===== src/swpm_pkg.sv =====
// Shared types and constants for the sleep/wake power-mode controller.
`timescale 1ns / 1ps

package swpm_pkg;

	// Operation codes carried in s_axis_tuser
	typedef enum logic [1:0] {
		OP_TICK     = 2'd0,
		OP_ACTIVITY = 2'd1,
		OP_WAKE     = 2'd2,
		OP_UNUSED   = 2'd3
	} op_t;

	// Power modes
	localparam logic [1:0] MODE_RUNNING = 2'd0;
	localparam logic [1:0] MODE_BG      = 2'd1;
	localparam logic [1:0] MODE_SLEEP   = 2'd2;

	localparam logic [31:0] NO_DEADLINE = 32'd0;

	// Register map (byte address bit 2 selects the register)
	localparam logic REG_IDLE_TIMEOUT = 1'b0;
	localparam logic REG_WAKE_PERIOD  = 1'b1;

	localparam logic [15:0] WAKE_PERIOD_RESET = 16'd60;

	// Configuration handed from the register file to the decision logic
	typedef struct packed {
		logic [15:0] idle_timeout;
		logic [15:0] wake_period;
	} cfg_t;

	// One input item
	typedef struct packed {
		op_t         op;
		logic [31:0] rtc_time;
		logic        button_event;
		logic        sleep_permitted;
		logic        alarm_fired;
	} item_t;

	// Controller state
	typedef struct packed {
		logic [1:0]  power_mode;
		logic [31:0] sleep_deadline;
	} state_t;

	// One result item
	typedef struct packed {
		logic        alarm_disarm;
		logic [31:0] alarm_time;
		logic        alarm_arm;
		logic        display_disable;
		logic        display_enable;
		logic [1:0]  mode;
	} result_t;

endpackage


===== src/swpm_cfg_regs.sv =====
// APB register file holding the idle timeout and wake_period.
`timescale 1ns / 1ps

module swpm_cfg_regs import swpm_pkg::*; (
	input  logic        clk,
	input  logic        arst_n,
	input  logic        psel,
	input  logic        penable,
	input  logic        pwrite,
	input  logic [2:0]  paddr,
	input  logic [31:0] pwdata,
	output logic [31:0] prdata,
	output logic        pready,
	output cfg_t        cfg
);

	logic [15:0] idle_timeout_q;
	logic [15:0] wake_period_q;
	logic        wr_en;

	assign pready = 1'b1;
	assign wr_en  = psel && penable && pwrite && pready;

	// Write registers on the access phase of a write transaction
	always_ff @(posedge clk or negedge arst_n) begin
		if (!arst_n) begin
			idle_timeout_q <= 16'd0;
			wake_period_q  <= WAKE_PERIOD_RESET;
		end else if (wr_en) begin
			if (paddr[2] == REG_IDLE_TIMEOUT) begin
				idle_timeout_q <= pwdata[15:0];
			end else begin
				wake_period_q <= pwdata[15:0];
			end
		end
	end

	// Read back the selected register
	always_comb begin
		if (paddr[2] == REG_WAKE_PERIOD) begin
			prdata = {16'd0, wake_period_q};
		end else begin
			prdata = {16'd0, idle_timeout_q};
		end
	end

	assign cfg.idle_timeout = idle_timeout_q;
	assign cfg.wake_period  = wake_period_q;

endmodule


===== src/swpm_decide.sv =====
// Next-state and result logic for one item of the power-mode controller.
`timescale 1ns / 1ps

module swpm_decide import swpm_pkg::*; (
	input  item_t   item,
	input  state_t  cur,
	input  cfg_t    cfg,
	output state_t  nxt,
	output result_t res
);

	logic [31:0] sched_deadline;
	logic        dl_not_due;

	// Deadline from the current time, or none when the timeout is off
	assign sched_deadline = (cfg.idle_timeout == 16'd0) ? NO_DEADLINE :
		item.rtc_time + {16'd0, cfg.idle_timeout};

	assign dl_not_due = (cur.sleep_deadline == NO_DEADLINE) ||
		(cur.sleep_deadline > item.rtc_time);

	always_comb begin
		nxt                 = cur;
		res.display_enable  = 1'b0;
		res.display_disable = 1'b0;
		res.alarm_arm       = 1'b0;
		res.alarm_time      = 32'd0;
		res.alarm_disarm    = 1'b0;
		case (item.op)
			OP_TICK: begin
				if (cur.power_mode == MODE_SLEEP) begin
					// stay asleep
				end else if (cur.power_mode == MODE_BG && item.button_event) begin
					nxt.power_mode     = MODE_RUNNING;
					res.display_enable = 1'b1;
				end else if (cur.power_mode == MODE_BG && !item.sleep_permitted) begin
					// wait for permission
				end else if (cur.power_mode == MODE_RUNNING &&
						(!item.sleep_permitted || dl_not_due)) begin
					// deadline not reached
				end else begin
					// enter sleep and arm the periodic wake alarm
					nxt.power_mode      = MODE_SLEEP;
					nxt.sleep_deadline  = NO_DEADLINE;
					res.display_disable = 1'b1;
					res.alarm_arm       = 1'b1;
					res.alarm_time      = item.rtc_time + {16'd0, cfg.wake_period};
				end
			end
			OP_ACTIVITY: begin
				nxt.sleep_deadline = sched_deadline;
			end
			OP_WAKE: begin
				if (cur.power_mode == MODE_SLEEP) begin
					res.alarm_disarm = 1'b1;
					if (item.alarm_fired) begin
						nxt.power_mode     = MODE_BG;
						nxt.sleep_deadline = NO_DEADLINE;
					end else if (item.button_event) begin
						nxt.power_mode     = MODE_RUNNING;
						nxt.sleep_deadline = sched_deadline;
						res.display_enable = 1'b1;
					end
				end
			end
			default: begin
				// unused code: no change
			end
		endcase
		res.mode = nxt.power_mode;
	end

endmodule


===== src/sleep_wake_power_mode_controller_core.sv =====
// An input transaction reaches the output via the input register and then the
// result register. Throughput: one item per cycle without result stalls; the
// single-pass decision logic between the two registers sets this, and the mode
// and deadline update in the same cycle an item leaves the input register.
// Reset: asynchronous, active low; mode running, no deadline, idle timeout 0,
// wake_period 60, both stages empty.
`timescale 1ns / 1ps

module sleep_wake_power_mode_controller_core import swpm_pkg::*; (
	input  logic        clk,
	input  logic        arst_n,
	// APB configuration port
	input  logic        psel,
	input  logic        penable,
	input  logic        pwrite,
	input  logic [2:0]  paddr,
	input  logic [31:0] pwdata,
	output logic [31:0] prdata,
	output logic        pready,
	// Input stream
	input  logic        s_axis_tvalid,
	output logic        s_axis_tready,
	input  logic [39:0] s_axis_tdata,  // rtc_time[31:0], button_event[32],
	                                   // sleep_permitted[33], alarm_fired[34], zero[39:35]
	input  logic [1:0]  s_axis_tuser,  // op[1:0]
	// Result stream
	output logic        m_axis_tvalid,
	input  logic        m_axis_tready,
	output logic [39:0] m_axis_tdata   // mode[1:0], display_enable[2], display_disable[3],
	                                   // alarm_arm[4], alarm_time[36:5], alarm_disarm[37],
	                                   // zero[39:38]
);

	cfg_t    cfg;
	item_t   item_s1;
	logic    vld_s1;
	state_t  state_q;
	state_t  state_nxt;
	result_t res;
	result_t res_s2;
	logic    vld_s2;
	logic    advance;

	swpm_cfg_regs u_cfg (
		.clk     (clk),
		.arst_n  (arst_n),
		.psel    (psel),
		.penable (penable),
		.pwrite  (pwrite),
		.paddr   (paddr),
		.pwdata  (pwdata),
		.prdata  (prdata),
		.pready  (pready),
		.cfg     (cfg)
	);

	// Move stage 1 forward when the result register is free or being taken
	assign advance       = vld_s1 && (!vld_s2 || m_axis_tready);
	assign s_axis_tready = !vld_s1 || advance;

	// Input register
	always_ff @(posedge clk or negedge arst_n) begin
		if (!arst_n) begin
			vld_s1 <= 1'b0;
		end else if (s_axis_tready) begin
			vld_s1 <= s_axis_tvalid;
		end
	end

	always_ff @(posedge clk) begin
		if (s_axis_tvalid && s_axis_tready) begin
			item_s1.op              <= op_t'(s_axis_tuser);
			item_s1.rtc_time        <= s_axis_tdata[31:0];
			item_s1.button_event    <= s_axis_tdata[32];
			item_s1.sleep_permitted <= s_axis_tdata[33];
			item_s1.alarm_fired     <= s_axis_tdata[34];
		end
	end

	swpm_decide u_decide (
		.item (item_s1),
		.cur  (state_q),
		.cfg  (cfg),
		.nxt  (state_nxt),
		.res  (res)
	);

	// Commit mode and deadline as each item is processed
	always_ff @(posedge clk or negedge arst_n) begin
		if (!arst_n) begin
			state_q.power_mode     <= MODE_RUNNING;
			state_q.sleep_deadline <= NO_DEADLINE;
		end else if (advance) begin
			state_q <= state_nxt;
		end
	end

	// Result register
	always_ff @(posedge clk or negedge arst_n) begin
		if (!arst_n) begin
			vld_s2 <= 1'b0;
		end else if (advance) begin
			vld_s2 <= 1'b1;
		end else if (m_axis_tready) begin
			vld_s2 <= 1'b0;
		end
	end

	always_ff @(posedge clk) begin
		if (advance) begin
			res_s2 <= res;
		end
	end

	assign m_axis_tvalid = vld_s2;
	assign m_axis_tdata  = {2'b00, res_s2.alarm_disarm, res_s2.alarm_time,
		res_s2.alarm_arm, res_s2.display_disable, res_s2.display_enable, res_s2.mode};

endmodule


===== config.mk =====
export PLATFORM = sky130hd
export DESIGN_NAME = sleep_wake_power_mode_controller_core
export DESIGN_NICKNAME = d
export VERILOG_FILES = /design/src/swpm_pkg.sv /design/src/swpm_cfg_regs.sv /design/src/swpm_decide.sv /design/src/sleep_wake_power_mode_controller_core.sv
export SDC_FILE = /design/constraint.sdc
export NUM_CORES = 1
export LEC_CHECK = 0
export BUFFER_PORTS_ARGS = -buffer_cell sky130_fd_sc_hd__buf_2
export CORE_MARGIN = 5
export CORE_UTILIZATION = 45
export CTS_CLUSTER_DIAMETER = 200
export DETAILED_ROUTE_END_ITERATION = 16
export PLACE_DENSITY = 0.67
export SLEW_MARGIN = 30
export SYNTH_ARGS = -nofsm -noshare
export SYNTH_HDL_FRONTEND = slang
export SYNTH_SLANG_ARGS = --single-unit

===== constraint.sdc =====
create_clock -name clk -period 2.9 [get_ports clk]
set_input_delay 0.29 -clock clk [delete_from_list [all_inputs] [get_ports clk]]
set_output_delay 0.29 -clock clk [all_outputs]
set_load 0.03 [all_outputs]

==> results.py <==
metrics = {
    "logic_synthesis": {
        "netlist_area_um2": 8280,
        "synth_edf_count": 74,
        "ys_top_cells_by_area": "edfxtp_1 27%, dfrtp_1 19%, ha_1 10%, mux2_2 6.7%, xnor2_1 3.8%",
        "synth_area_per_cell_um2": 10.7,
        "yosysSeqAreaShare": 0.475,
        "ys_ff_latch": 142,
        "yosys.cell_types.count": 60,
        "synth.most_common_cell": "edfxtp_1",
        "ys_warn_count": 0,
        "synthArstFlopShare": 0.479,
        "syn_inst": 773,
        "synth_top_area_frac": 0.268,
        "synthFlopType": "edfxtp_1",
        "synth_common_cells": "74 x edfxtp_1, 68 x ha_1, 64 x dfrtp_1, 55 x nand2_1",
        "synth.largest_area_cell": "edfxtp_1",
    },
    "floorplan": {
        "dieHeight_um": 146,
        "die_x_um": 146,
        "io_pins": 159,
        "core-area_um2": 18000,
        "row_count": 49,
        "initial_core_util": 0.459,
        "die-area_um2": 21200,
    },
    "detailed_routing": {
        "drc": 0,
        "drt_pass1_iterations": 6,
        "wl_met3_mm": 1.87,
        "via_count": 7142,
        "wire_per_inst_um": 18.9,
        "wl_met1_mm": 10.3,
        "wl_met2_mm": 11.6,
        "viasPerCell": 5.54,
        "routed.top_layer": "met4",
        "wl_mm": 24.3,
        "initialDrtViolationCount": 530,
        "antenna_left": 0,
    },
    "critical_path": {
        "worstSetupEndpointType": "flip-flop",
        "critPathRequiredTime_ps": 3250,
        "cp.arrival_ps": 3530,
        "path_max_fanout": 8,
        "worst-setup-path-type": "reg -> reg",
        "crit_path_start_kind": "flip-flop",
    },
    "cells_and_area": {
        "regArea_um2": 3930,
        "final_layout_size_suffix_gt1_frac": 0.456,
        "layout.filler_cells": 1398,
        "fin_util": 0.641,
        "nets": 1202,
        "multi_input_area_um2": 4700,
        "syn_to_final_growth_pct": 39.6,
        "antenna_cells": 0,
    },
    "placed_design": {
        "dp_hpwl_mm": 16.6,
        "portBuffers": 116,
        "place_congestion": 0.917,
    },
    "power": {
        "p_per_area_nw_per_um2": 664,
        "p_leak_nw": 5.19,
        "total_power_mw": 7.68,
        "peakVddDrop_uv": 436,
    },
    "clock_network": {
        "ctsHtreeMaxLevel": 4,
        "insertion_delay_ps": 430,
        "cts_buffers": 17,
        "cts_buffer_depth": 2,
        "clk_pin_slew_ps": 60,
        "cts_root_buffer": "clkbuf_16",
        "cts_tree": "yes",
        "cts.sinks": 142,
    },
    "global_route": {
        "grtUsageTotal": 0.216,
        "grt.overflow.total": 0,
        "antenna_found_initial": 0,
        "grt_pass1_wl_mm": 36.8,
        "grt_pass1_vias": 7107,
        "grt_max_degree": 40,
    },
    "timing": {
        "hold_violations": 0,
        "setup_slack_ps": -274,
        "slew_headroom": 0.501,
        "fin_crit_ps": 3170,
        "rsz0062_at_grt": "yes",
        "fin_worst_skew_ps": 8.84,
        "fmax_ghz": 0.315,
        "drv_slew": 0,
        "post-route-period-util": 1.09,
        "worst_slew_pin_slew_ps": 749,
        "setup_viol": 65,
    },
    "run_status": {
        "violations": "negative setup slack",
        "outcome": "complete, but fails checks",
    },
    "hold_path": {
        "min_path_type": "in -> reg",
    },
    "flow_run": {
        "cap_violations": 0,
    },
}
metrics by stage:
| stage | cells | TNS, ps | setup WS [ps] | hold slack, ps | instance area [µm²] |
|---|---|---|---|---|---|
| 2_1_floorplan | 790 | -762 | -38.2 | -5.59 | 8380 |
| 3_5_place_dp | 1233 | -13120 | -395 | 396 | 10100 |
| 4_1_cts | 1277 | -10710 | -236 | 22.9 | 11100 |
| 6_report | 1290 | -12110 | -274 | 31.6 | 11600 |
| 3_3_place_gp | 1233 | -7440 | -252 | 393 | 10100 |
| 5_1_grt | 1290 | -13720 | -298 | 19.6 | 11600 |
logic make-up (layout without fill, tap and decap cells):
group,Yosys count,after routing,synth area share
buf+inv,87,355,0.0514
fa+ha+maj,70,70,0.108
compound gates,162,162,0.120
simple gates,213,216,0.128
xor+xnor,48,48,0.0508
other cells,2,19,0.000907
flops,142,142,0.475
mux,49,49,0.0666
power breakdown:
part           switching (mW)  internal [mW]  total, mW
clock                   0.866           1.25       2.12
combinational            1.63           1.33       2.96
sequential              0.190           2.41       2.60
total                    2.69           4.99       7.68
worst max-delay path: stages (launching register included):
cell and delay (ps):
edfxtp_1 430, inv_1 100, ha_1 240, a21o_1 170
nand3_1 90, a21oi_1 80, or4_4 540, o21ai_2 140
or3b_4 400, a31o_4 250, or3_4 500, o21ai_2 150
what timing repair did:
action                                  CTS  global route
resized for setup                        76            74
endpoints found under the setup margin   65            65
buffers inserted                          6            12
hold buffers                              1             0
gates cloned                              5             2
endpoints found under the hold margin    25             0
pin swaps                                24            19
state kept, by name, summed over array words and instances, names as in the netlist:
signal	count
item_s1	37
u_cfg.idle_timeout_q	16
m_axis_tvalid	1
vld_s1	1
state_q	34
m_axis_tdata	37
u_cfg.wake_period_q	16
cell type report:
class / instances / area share
inverter: 49 / 0.0159
tap: 229 / 0.0248
clock buffer: 19 / 0.0375
multi-input combinational: 564 / 0.407
sequential: 142 / 0.340
timing repair buffer: 274 / 0.165
clock inverter: 13 / 0.0107
final timing paths:
check / startpoint / slack, ps / endpoint / cells past startpoint
max: item_s1[28] / -270 / state_q[5] / 11
min reg2reg: vld_s1 / 480 / m_axis_tvalid / 1
max in group asynchronous: arst_n / 1740 / state_q[32] / 3
min in group asynchronous: arst_n / 460 / u_cfg.wake_period_q[7] / 2
min: s_axis_tdata[16] / 30 / item_s1[19] / 1
max reg2reg: item_s1[28] / -270 / state_q[5] / 11
cell usage in the layout, fill, tap and decap left out, drive strengths merged, types with 22 or more instances in the layout:
cell | Yosys | layout
buf | 25 | 271
edfxtp | 74 | 74
nor2 | 47 | 47
xnor2 | 36 | 36
a21oi | 46 | 46
inv | 49 | 49
nand2 | 55 | 55
o21ai | 55 | 55
ha | 68 | 68
nor3 | 22 | 22
mux2 | 49 | 49
dfrtp | 64 | 64
metal layers:
metal | global-route usage | up-vias
met1 | 0.293 | 3418
li1 | - | 3349
met2 | 0.343 | 324
met3 | 0.0501 | 51
met4 | 0.0686 | 0
met5 | 0 | -
Power figures use the tool's default switching activity.
